### src/hdl/ctsb_pkg.sv
// Shared constants, field widths and the command/status bundles of the
// Cartesian tree spine builder. No dependencies.
`default_nettype none

package ctsb_pkg;

	localparam int MAX_NODES   = 64;
	localparam int VALUE_WIDTH = 32;

	// node indices as carried in results
	localparam int IDX_W  = 6;
	// spine memory address and counters able to hold MAX_NODES itself
	localparam int ADDR_W = $clog2(MAX_NODES);
	localparam int CNT_W  = $clog2(MAX_NODES + 1);

	localparam int ENTRY_W = VALUE_WIDTH + ADDR_W;

	localparam int IN_DATA_W  = ((VALUE_WIDTH + 7) / 8) * 8;
	localparam int OUT_FLD_W  = 4 * IDX_W + 2;
	localparam int OUT_DATA_W = ((OUT_FLD_W + 7) / 8) * 8;

	// flips the sign bit so that unsigned compares give signed order
	localparam logic [VALUE_WIDTH-1:0] SIGN_FLIP = {1'b1, {(VALUE_WIDTH - 1){1'b0}}};

	typedef struct packed {
		logic accept;     // take the request from the slave side
		logic pop_top;    // pop the cached top entry
		logic pop_scan;   // pop the entry just read from the spine memory
		logic keep_scan;  // entry just read stays and becomes the cached top
		logic emit;       // push the new node and load the result register
	} ctsb_cmd_t;

	typedef struct packed {
		logic ovf;        // node capacity reached
		logic top_ge;     // cached top >= incoming value
		logic more;       // more than one entry on the spine
		logic scan_gt;    // entry read back > held value
		logic out_free;   // result register can take a new result
	} ctsb_status_t;

endpackage

`default_nettype wire

### src/hdl/ctsb_ram.sv
// Generic single-write, single-read RAM with registered read data.
// No dependencies.
`default_nettype none

module ctsb_ram #(
	parameter int WIDTH = 8,
	parameter int DEPTH = 16
) (
	input  wire logic                     clk,
	input  wire logic                     we,
	input  wire logic [$clog2(DEPTH)-1:0] waddr,
	input  wire logic [WIDTH-1:0]         wdata,
	input  wire logic                     re,
	input  wire logic [$clog2(DEPTH)-1:0] raddr,
	output      logic [WIDTH-1:0]         rdata
);

	logic [WIDTH-1:0] mem [DEPTH];

	always_ff @(posedge clk) begin
		if (we) begin
			mem[waddr] <= wdata;
		end
		if (re) begin
			rdata <= mem[raddr];
		end
	end

endmodule

`default_nettype wire

### src/hdl/ctsb_ctrl.sv
// Sequencer of the spine builder: accept, pop scan through the spine memory,
// push and result hand-off. Depends on ctsb_pkg.
`default_nettype none

module ctsb_ctrl (
	input  wire logic                  clk,
	input  wire logic                  arst_n,
	input  wire logic                  s_tvalid,
	output      logic                  s_tready,
	input  wire ctsb_pkg::ctsb_status_t st,
	output      ctsb_pkg::ctsb_cmd_t    cmd
);

	import ctsb_pkg::*;

	typedef enum logic [2:0] {
		ST_IDLE = 3'b001,
		ST_SCAN = 3'b010,
		ST_EMIT = 3'b100
	} state_t;

	state_t state_q, state_nxt;

	always_ff @(posedge clk or negedge arst_n) begin
		if (!arst_n) begin
			state_q <= ST_IDLE;
		end else begin
			state_q <= state_nxt;
		end
	end

	always_comb begin
		cmd       = '0;
		state_nxt = state_q;
		unique case (state_q)
			ST_IDLE: begin
				if (s_tvalid) begin
					cmd.accept = 1'b1;
					if (!st.ovf && st.top_ge) begin
						cmd.pop_top = 1'b1;
						state_nxt   = st.more ? ST_SCAN : ST_EMIT;
					end else begin
						state_nxt = ST_EMIT;
					end
				end
			end
			ST_SCAN: begin
				// read data holds the entry below the last one popped
				if (st.scan_gt) begin
					cmd.pop_scan = 1'b1;
					state_nxt    = st.more ? ST_SCAN : ST_EMIT;
				end else begin
					cmd.keep_scan = 1'b1;
					state_nxt     = ST_EMIT;
				end
			end
			ST_EMIT: begin
				if (st.out_free) begin
					cmd.emit  = 1'b1;
					state_nxt = ST_IDLE;
				end
			end
			default: begin
				state_nxt = ST_IDLE;
			end
		endcase
	end

	assign s_tready = (state_q == ST_IDLE);

endmodule

`default_nettype wire

### src/hdl/ctsb_dpath.sv
// Datapath of the spine builder: spine memory, cached top entry, counters,
// comparators and the result register. Depends on ctsb_pkg and ctsb_ram.
`default_nettype none

module ctsb_dpath (
	input  wire logic                                clk,
	input  wire logic                                arst_n,
	input  wire ctsb_pkg::ctsb_cmd_t                  cmd,
	output      ctsb_pkg::ctsb_status_t               st,
	input  wire logic [ctsb_pkg::IN_DATA_W-1:0]      s_tdata,
	input  wire logic                                s_tlast,
	output      logic                                m_tvalid,
	input  wire logic                                m_tready,
	output      logic [ctsb_pkg::OUT_DATA_W-1:0]     m_tdata,
	output      logic                                m_tlast,
	output      logic                                m_tuser
);

	import ctsb_pkg::*;

	logic [CNT_W-1:0]       depth_q, next_q;
	logic [VALUE_WIDTH-1:0] key_q, top_key_q, in_key, rd_key;
	logic [ADDR_W-1:0]      top_idx_q, root_q, li_q, rd_idx;
	logic                   last_q, ovf_q, lv_q;

	logic [OUT_DATA_W-1:0]  out_data_q;
	logic                   out_valid_q, out_last_q, out_ovf_q;

	logic [ENTRY_W-1:0]     rd_entry;
	logic [CNT_W-1:0]       below_top;
	logic                   ram_re, ram_we, has_spine;

	logic [IDX_W-1:0]       o_node, o_pi, o_li, o_root;
	logic                   o_pv, o_lv;

	assign in_key    = s_tdata[VALUE_WIDTH-1:0] ^ SIGN_FLIP;
	assign rd_key    = rd_entry[ENTRY_W-1:ADDR_W];
	assign rd_idx    = rd_entry[ADDR_W-1:0];
	assign has_spine = (depth_q != '0);
	assign below_top = depth_q - CNT_W'(2);

	assign st.ovf      = (next_q >= CNT_W'(MAX_NODES)) || (depth_q >= CNT_W'(MAX_NODES));
	assign st.top_ge   = has_spine && (top_key_q >= in_key);
	assign st.more     = (depth_q > CNT_W'(1));
	assign st.scan_gt  = (rd_key > key_q);
	assign st.out_free = !out_valid_q || m_tready;

	assign ram_re = cmd.pop_top || cmd.pop_scan;
	assign ram_we = cmd.emit && !ovf_q;

	ctsb_ram #(
		.WIDTH (ENTRY_W),
		.DEPTH (MAX_NODES)
	) u_spine (
		.clk   (clk),
		.we    (ram_we),
		.waddr (depth_q[ADDR_W-1:0]),
		.wdata ({key_q, next_q[ADDR_W-1:0]}),
		.re    (ram_re),
		.raddr (below_top[ADDR_W-1:0]),
		.rdata (rd_entry)
	);

	// result fields, zero where there is no link
	always_comb begin
		o_node = ovf_q ? '0 : next_q[IDX_W-1:0];
		o_pv   = !ovf_q && has_spine;
		o_pi   = o_pv ? top_idx_q : '0;
		o_lv   = !ovf_q && lv_q;
		o_li   = o_lv ? li_q : '0;
		if (ovf_q) begin
			o_root = has_spine ? root_q : '0;
		end else begin
			o_root = has_spine ? root_q : next_q[IDX_W-1:0];
		end
	end

	always_ff @(posedge clk or negedge arst_n) begin
		if (!arst_n) begin
			depth_q     <= '0;
			next_q      <= '0;
			out_valid_q <= 1'b0;
		end else begin
			if (cmd.pop_top || cmd.pop_scan) begin
				depth_q <= depth_q - CNT_W'(1);
			end
			if (cmd.emit) begin
				out_valid_q <= 1'b1;
				if (last_q) begin
					depth_q <= '0;
					next_q  <= '0;
				end else if (!ovf_q) begin
					depth_q <= depth_q + CNT_W'(1);
					next_q  <= next_q + CNT_W'(1);
				end
			end else if (m_tready) begin
				out_valid_q <= 1'b0;
			end
		end
	end

	always_ff @(posedge clk) begin
		if (cmd.accept) begin
			key_q  <= in_key;
			last_q <= s_tlast;
			ovf_q  <= st.ovf;
			lv_q   <= cmd.pop_top;
		end
		if (cmd.pop_top) begin
			li_q <= top_idx_q;
		end
		if (cmd.pop_scan) begin
			li_q <= rd_idx;
		end
		if (cmd.keep_scan) begin
			top_key_q <= rd_key;
			top_idx_q <= rd_idx;
		end
		if (cmd.emit) begin
			out_data_q <= OUT_DATA_W'({o_root, o_li, o_lv, o_pi, o_pv, o_node});
			out_last_q <= last_q;
			out_ovf_q  <= ovf_q;
			if (!ovf_q) begin
				top_key_q <= key_q;
				top_idx_q <= next_q[ADDR_W-1:0];
				if (!has_spine) begin
					root_q <= next_q[ADDR_W-1:0];
				end
			end
		end
	end

	assign m_tvalid = out_valid_q;
	assign m_tdata  = out_data_q;
	assign m_tlast  = out_last_q;
	assign m_tuser  = out_ovf_q;

endmodule

`default_nettype wire

### src/hdl/cartesian_tree_stack_builder.sv
// Min-rooted Cartesian tree builder over a value stream, right-spine stack.
// A request is accepted in ST_IDLE, popped entries are read back from the spine memory
// in ST_SCAN, and the result register is loaded in ST_EMIT; no new request is taken
// before the last one's result is loaded. A result held by the sink stalls the next emit.
// Reset clears spine depth, node counter, sequencer and result valid; spine
// memory contents are left as they are. Depends on ctsb_pkg, ctsb_ctrl, ctsb_dpath.
`default_nettype none

module cartesian_tree_stack_builder (
	input  wire logic                            clk,
	input  wire logic                            arst_n,
	input  wire logic                            s_tvalid,
	output      logic                            s_tready,
	input  wire logic [ctsb_pkg::IN_DATA_W-1:0]  s_tdata,  // value
	input  wire logic                            s_tlast,
	output      logic                            m_tvalid,
	input  wire logic                            m_tready,
	output      logic [ctsb_pkg::OUT_DATA_W-1:0] m_tdata,  // node_index, parent_valid,
	                                                       // parent_index, left_valid,
	                                                       // left_index, root_index, pad
	output      logic                            m_tlast,
	output      logic                            m_tuser   // overflow
);

	import ctsb_pkg::*;

	ctsb_cmd_t    cmd;
	ctsb_status_t st;

	ctsb_ctrl u_ctrl (
		.clk      (clk),
		.arst_n   (arst_n),
		.s_tvalid (s_tvalid),
		.s_tready (s_tready),
		.st       (st),
		.cmd      (cmd)
	);

	ctsb_dpath u_dpath (
		.clk      (clk),
		.arst_n   (arst_n),
		.cmd      (cmd),
		.st       (st),
		.s_tdata  (s_tdata),
		.s_tlast  (s_tlast),
		.m_tvalid (m_tvalid),
		.m_tready (m_tready),
		.m_tdata  (m_tdata),
		.m_tlast  (m_tlast),
		.m_tuser  (m_tuser)
	);

endmodule

`default_nettype wire

### config.mk
export PLATFORM = sky130hd
export DESIGN_NAME = cartesian_tree_stack_builder
export DESIGN_NICKNAME = d
export VERILOG_FILES = /design/src/hdl/ctsb_pkg.sv /design/src/hdl/ctsb_ram.sv /design/src/hdl/ctsb_ctrl.sv /design/src/hdl/ctsb_dpath.sv /design/src/hdl/cartesian_tree_stack_builder.sv
export SDC_FILE = /design/constraint.sdc
export NUM_CORES = 2
export LEC_CHECK = 0
export BUFFER_PORTS_ARGS = -buffer_cell sky130_fd_sc_hd__buf_2
export CAP_MARGIN = 5
export CORE_AREA = 3 3 506 508
export CTS_CLUSTER_SIZE = 8
export DETAILED_ROUTE_END_ITERATION = 7
export DIE_AREA = 0 0 509 511
export PLACE_DENSITY = 0.61
export SYNTH_ARGS = -nofsm -noshare
export SYNTH_HDL_FRONTEND = slang
export SYNTH_SLANG_ARGS = --single-unit
### constraint.sdc
create_clock -name clk -period 13.5 [get_ports clk]
set_input_delay 2.7 -clock clk [delete_from_list [all_inputs] [get_ports clk]]
set_output_delay 2.7 -clock clk [all_outputs]
set_load 0.01 [all_outputs]
==> impl_summary.md <==
Finish
Cells fill 45.91% of the core in the end. The finished cells cover about 120000 um^2. The sequential cell area in the final layout is 77660 um^2. The net count of the finished layout is 4701. The count of filler cells inserted in the layout is between 20k and 25k. Summing all multi-input logic gate instances after layout gives about 22000 um^2. The post-layout instance count excluding filler cells is around 8.0k. The fraction of final layout cells with drive strength greater than 1 is 32.14%.

From synthesis to final layout, the design area changed by 15.05%.

Yosys
Sorting the synthesized cells by area gives the leading types as edfxtp_1 76%, mux4_2 18%, ha_1 0.93%. The Yosys step of the flow raised 0 warnings. The top cell type by area accounts for about three quarters of the synthesized area. The share of the Yosys chip area taken by registers is just under 80%. Synthesis handed over a netlist of about 4.2k instances. After synthesis, the share of flip-flops with an asynchronous set or reset is less than 1%. The largest area contributor in the synthesized netlist is edfxtp_1. The library cell with the highest instance count after synthesis is edfxtp_1. Yosys mapped the design onto 57 distinct sky130hd cell types. For this run, the leading register cell type out of synthesis is edfxtp_1.

Synthesis inferred about 2.6k register bits. The netlist area before placement is ~100000 um^2. The number of enable-type register cells in the synthesized netlist is 2545.

By count the netlist is led by 2545 x edfxtp_1, 798 x mux4_2, 97 x clkbuf_1. A synthesized cell averages between 20 and 25 um^2.

Worst setup path
The worst setup slack for register-to-register paths is around 8 ns. At the worst endpoint, the required time is 14.33 ns. The category of the worst setup path launch point is a primary input. The capture point of the worst reg-to-reg path is u_dpath.u_spine.rdata[13]. The critical path capture point is u_dpath.depth_q[3].

The data arrival time of the critical path is 6.67 ns. The peak fanout along the critical path is 56. The critical path starts at s_tdata[19].

The worst flop-to-flop path startpoint is u_dpath.depth_q[0]. The critical path capture point type is a flop. The critical path start-end classification is primary input to flop.

Measured in cells, the most critical reg-to-reg path has a length of 6.

Floorplan
The die is slightly above 500 um tall. The floorplan step set the die width to about 510 um. The core region is 251600 um^2. Pin placement for this block handled 73 I/O pins. The starting utilization of the core area is roughly 40%. The die outline area is between 200000 and 300000 um^2.

The total number of placement rows is 184.

Clock network
The clock passes through at most 4 buffers. The number of cells upsized or downsized after cts is 0. The buffer count from post-CTS setup fixing is 0.

The number of hold buffers added after CTS was 0. The number of clock buffers added by TritonCTS is about 380. At the later pin of the worst-skew pair, clock insertion delay measures roughly 0.94 ns. The clock drives 2601 sinks. The H-tree was split into 5 levels. The root buffer selected by CTS is clkbuf_16. The clock input transition at the sequential cells of the worst setup and hold paths is about 0.050 ns. The TritonCTS clock tree is yes.

Worst hold path
In this run the most critical hold path is launched from u_dpath.li_q[5]. The path class of the tightest hold or removal check is flop to flop.

Power
The static leakage is 35.12 nW. The worst-case IR drop observed on VDD is 0.0002104 V. In this run the power density over the cells is roughly 200 nW/um^2.

Routing
The wire length reported by the detailed router is roughly 240000 um. The DRC violations left is 0. Across all layers, the routed design uses 46.29k vias. For this run, the detailed router's first-pass iteration total came to 5. In this run, the number of DRC markers left after iteration 0 of detailed routing was about 6.0k.

In the final routed layout, each cell accounts on average for roughly 30 um. The remaining number of nets flagged by the antenna check after routing is 0. Using the TritonRoute via totals, the vias-per-cell ratio works out to slightly below 6.

STA
Summed over all failing endpoints, the final setup total negative slack is 0 ns. The number of endpoints failing setup at the final stage is 0. The routed design could run at a clock period as short as ~5.8 ns.

The worst slew margin relative to its limit is between 10% and 20%. The worst path uses a little over two fifths of the clock period. The fmax is roughly 170 MHz. Setup repair after global routing left no endpoint under its margin. The final number of hold-violating endpoints came to 0.

For the pin with the worst max-slew slack, the measured transition is approximately 1.3 ns. Final hold analysis gives a worst-case slack of ~0.52 ns. The clock arrives with 0.05001 ns of skew. The max-slew violation count is 0.

Global routing
The via count of the first global-routing pass is between 40k and 50k. The largest net degree at the start of global routing is 172. The first global-routing pass estimated 352100 um of wire.

The all-layer global routing usage is approximately a fifth. The number of antenna violations at the first check in global routing is 22. For this run the aggregate overflow at the end of global routing stands at 0.

Placed design
Routability-driven placement finished with a final weighted congestion of around 0.8. The total placed cells including tap cells is about 7.6k. The half-perimeter wire length after detailed placement is 137800 um.

In this run the cell area measured after placement is roughly 110000 um^2. The count of buffers added on input and output ports is 66.

Flow run
The max capacitance violation total is 0.

Run status
The flow ran to the end, and the final reports show no timing, DRC or antenna violations.
==> cell usage in the layout (no fill, tap or decap), types with 20 or more instances in the layout <==
cell type / synthesis / final
a21oi_1: 31 / 31
buf_2: 81 / 66
buf_4: 10 / 134
clkbuf_1: 97 / 48
clkbuf_16: 0 / 383
dfxtp_1: 38 / 38
edfxtp_1: 2545 / 2545
ha_1: 75 / 74
inv_1: 75 / 73
mux2i_1: 39 / 39
mux4_2: 798 / 798
nand2_1: 79 / 79
nand4_1: 20 / 20
nor2_1: 93 / 29
nor2_4: 0 / 64
o21ai_0: 61 / 61
==> final cells by class <==
class | count | share of cell area (%)
antenna | 9 | 0.01950
clock buffer | 431 | 8.453
clock inverter | 5 | 0.03683
inverter | 75 | 0.2437
multi-input combinational | 1329 | 19.12
sequential | 2601 | 67.22
tap | 3348 | 3.626
timing repair buffer | 207 | 1.278
==> where the power goes <==
group | total (mW) | leakage [nW] | switching [mW] | internal [mW]
Sequential | 9.39 | 23.4 | 0.0812 | 9.30
Clock | 8.06 | 4.79 | 3.09 | 4.97
Combinational | 5.00 | 6.97 | 3.05 | 1.96
==> layer usage <==
layer	up-vias	routed length, um	GRT usage [%]
li1	18650	-	-
met1	25300	106600	29.02
met2	2014	110500	27.36
met3	328	21610	3.855
met4	2	4554	4.245
met5	-	13	0
==> critical path, cell delays in order <==
cell and delay [ns]:
buf_2 0.14, inv_1 0.13, ha_1 0.35, nand2_1 0.06
o21ai_0 0.86, buf_4 0.24, a221oi_1 0.06, a21boi_1 0.56
a31oi_1 0.25, o21ai_4 0.21, buf_4 0.67, a21oi_1 0.16
o22a_1 0.24
==> state kept, by name (all words and copies together) (netlist names), 3 cells and up <==
| name | flops |
|---|---|
| u_dpath.m_tdata | 26 |
| u_dpath.next_q | 7 |
| u_dpath.depth_q | 7 |
| u_ctrl.state_q | 3 |
| u_dpath.key_q | 32 |
| u_dpath.u_spine.rdata | 38 |
| u_dpath.top_key_q | 32 |
| u_dpath.u_spine.mem | 2432 |
| u_dpath.li_q | 6 |
| u_dpath.top_idx_q | 6 |
| u_dpath.root_q | 6 |
==> logic make-up after synthesis <==
group                    count (synthesis)  share of synthesized area, %
AO/OA/AOI/OAI                          133                        0.7838
XOR/XNOR                                10                       0.08723
adder cells (fa/ha/maj)                 75                        0.9346
buffers and inverters                  290                         1.267
flip-flops                            2601                         77.32
multiplexers                           848                         18.41
other                                    1                      0.003735
AND/OR/NAND/NOR                        257                         1.191
==> worst min path at each step <==
stage,end,cells past startpoint
final,u_dpath.m_tdata[19],1
after global routing,u_dpath.m_tdata[19],1
after CTS,u_dpath.m_tdata[19],1
after detailed placement,u_dpath.m_tdata[19],1
after global placement,u_dpath.m_tdata[19],1
after floorplan,u_dpath.m_tuser,0
==> through the flow <==
stage	total power [mW]	setup slack [ns]
after floorplan	12.42	6.681
after global placement	14.53	6.450
after detailed placement	14.57	6.541
after CTS	22.63	7.541
after global routing	23.18	7.470
final	22.45	7.660
(Power assumes the default switching activity.)
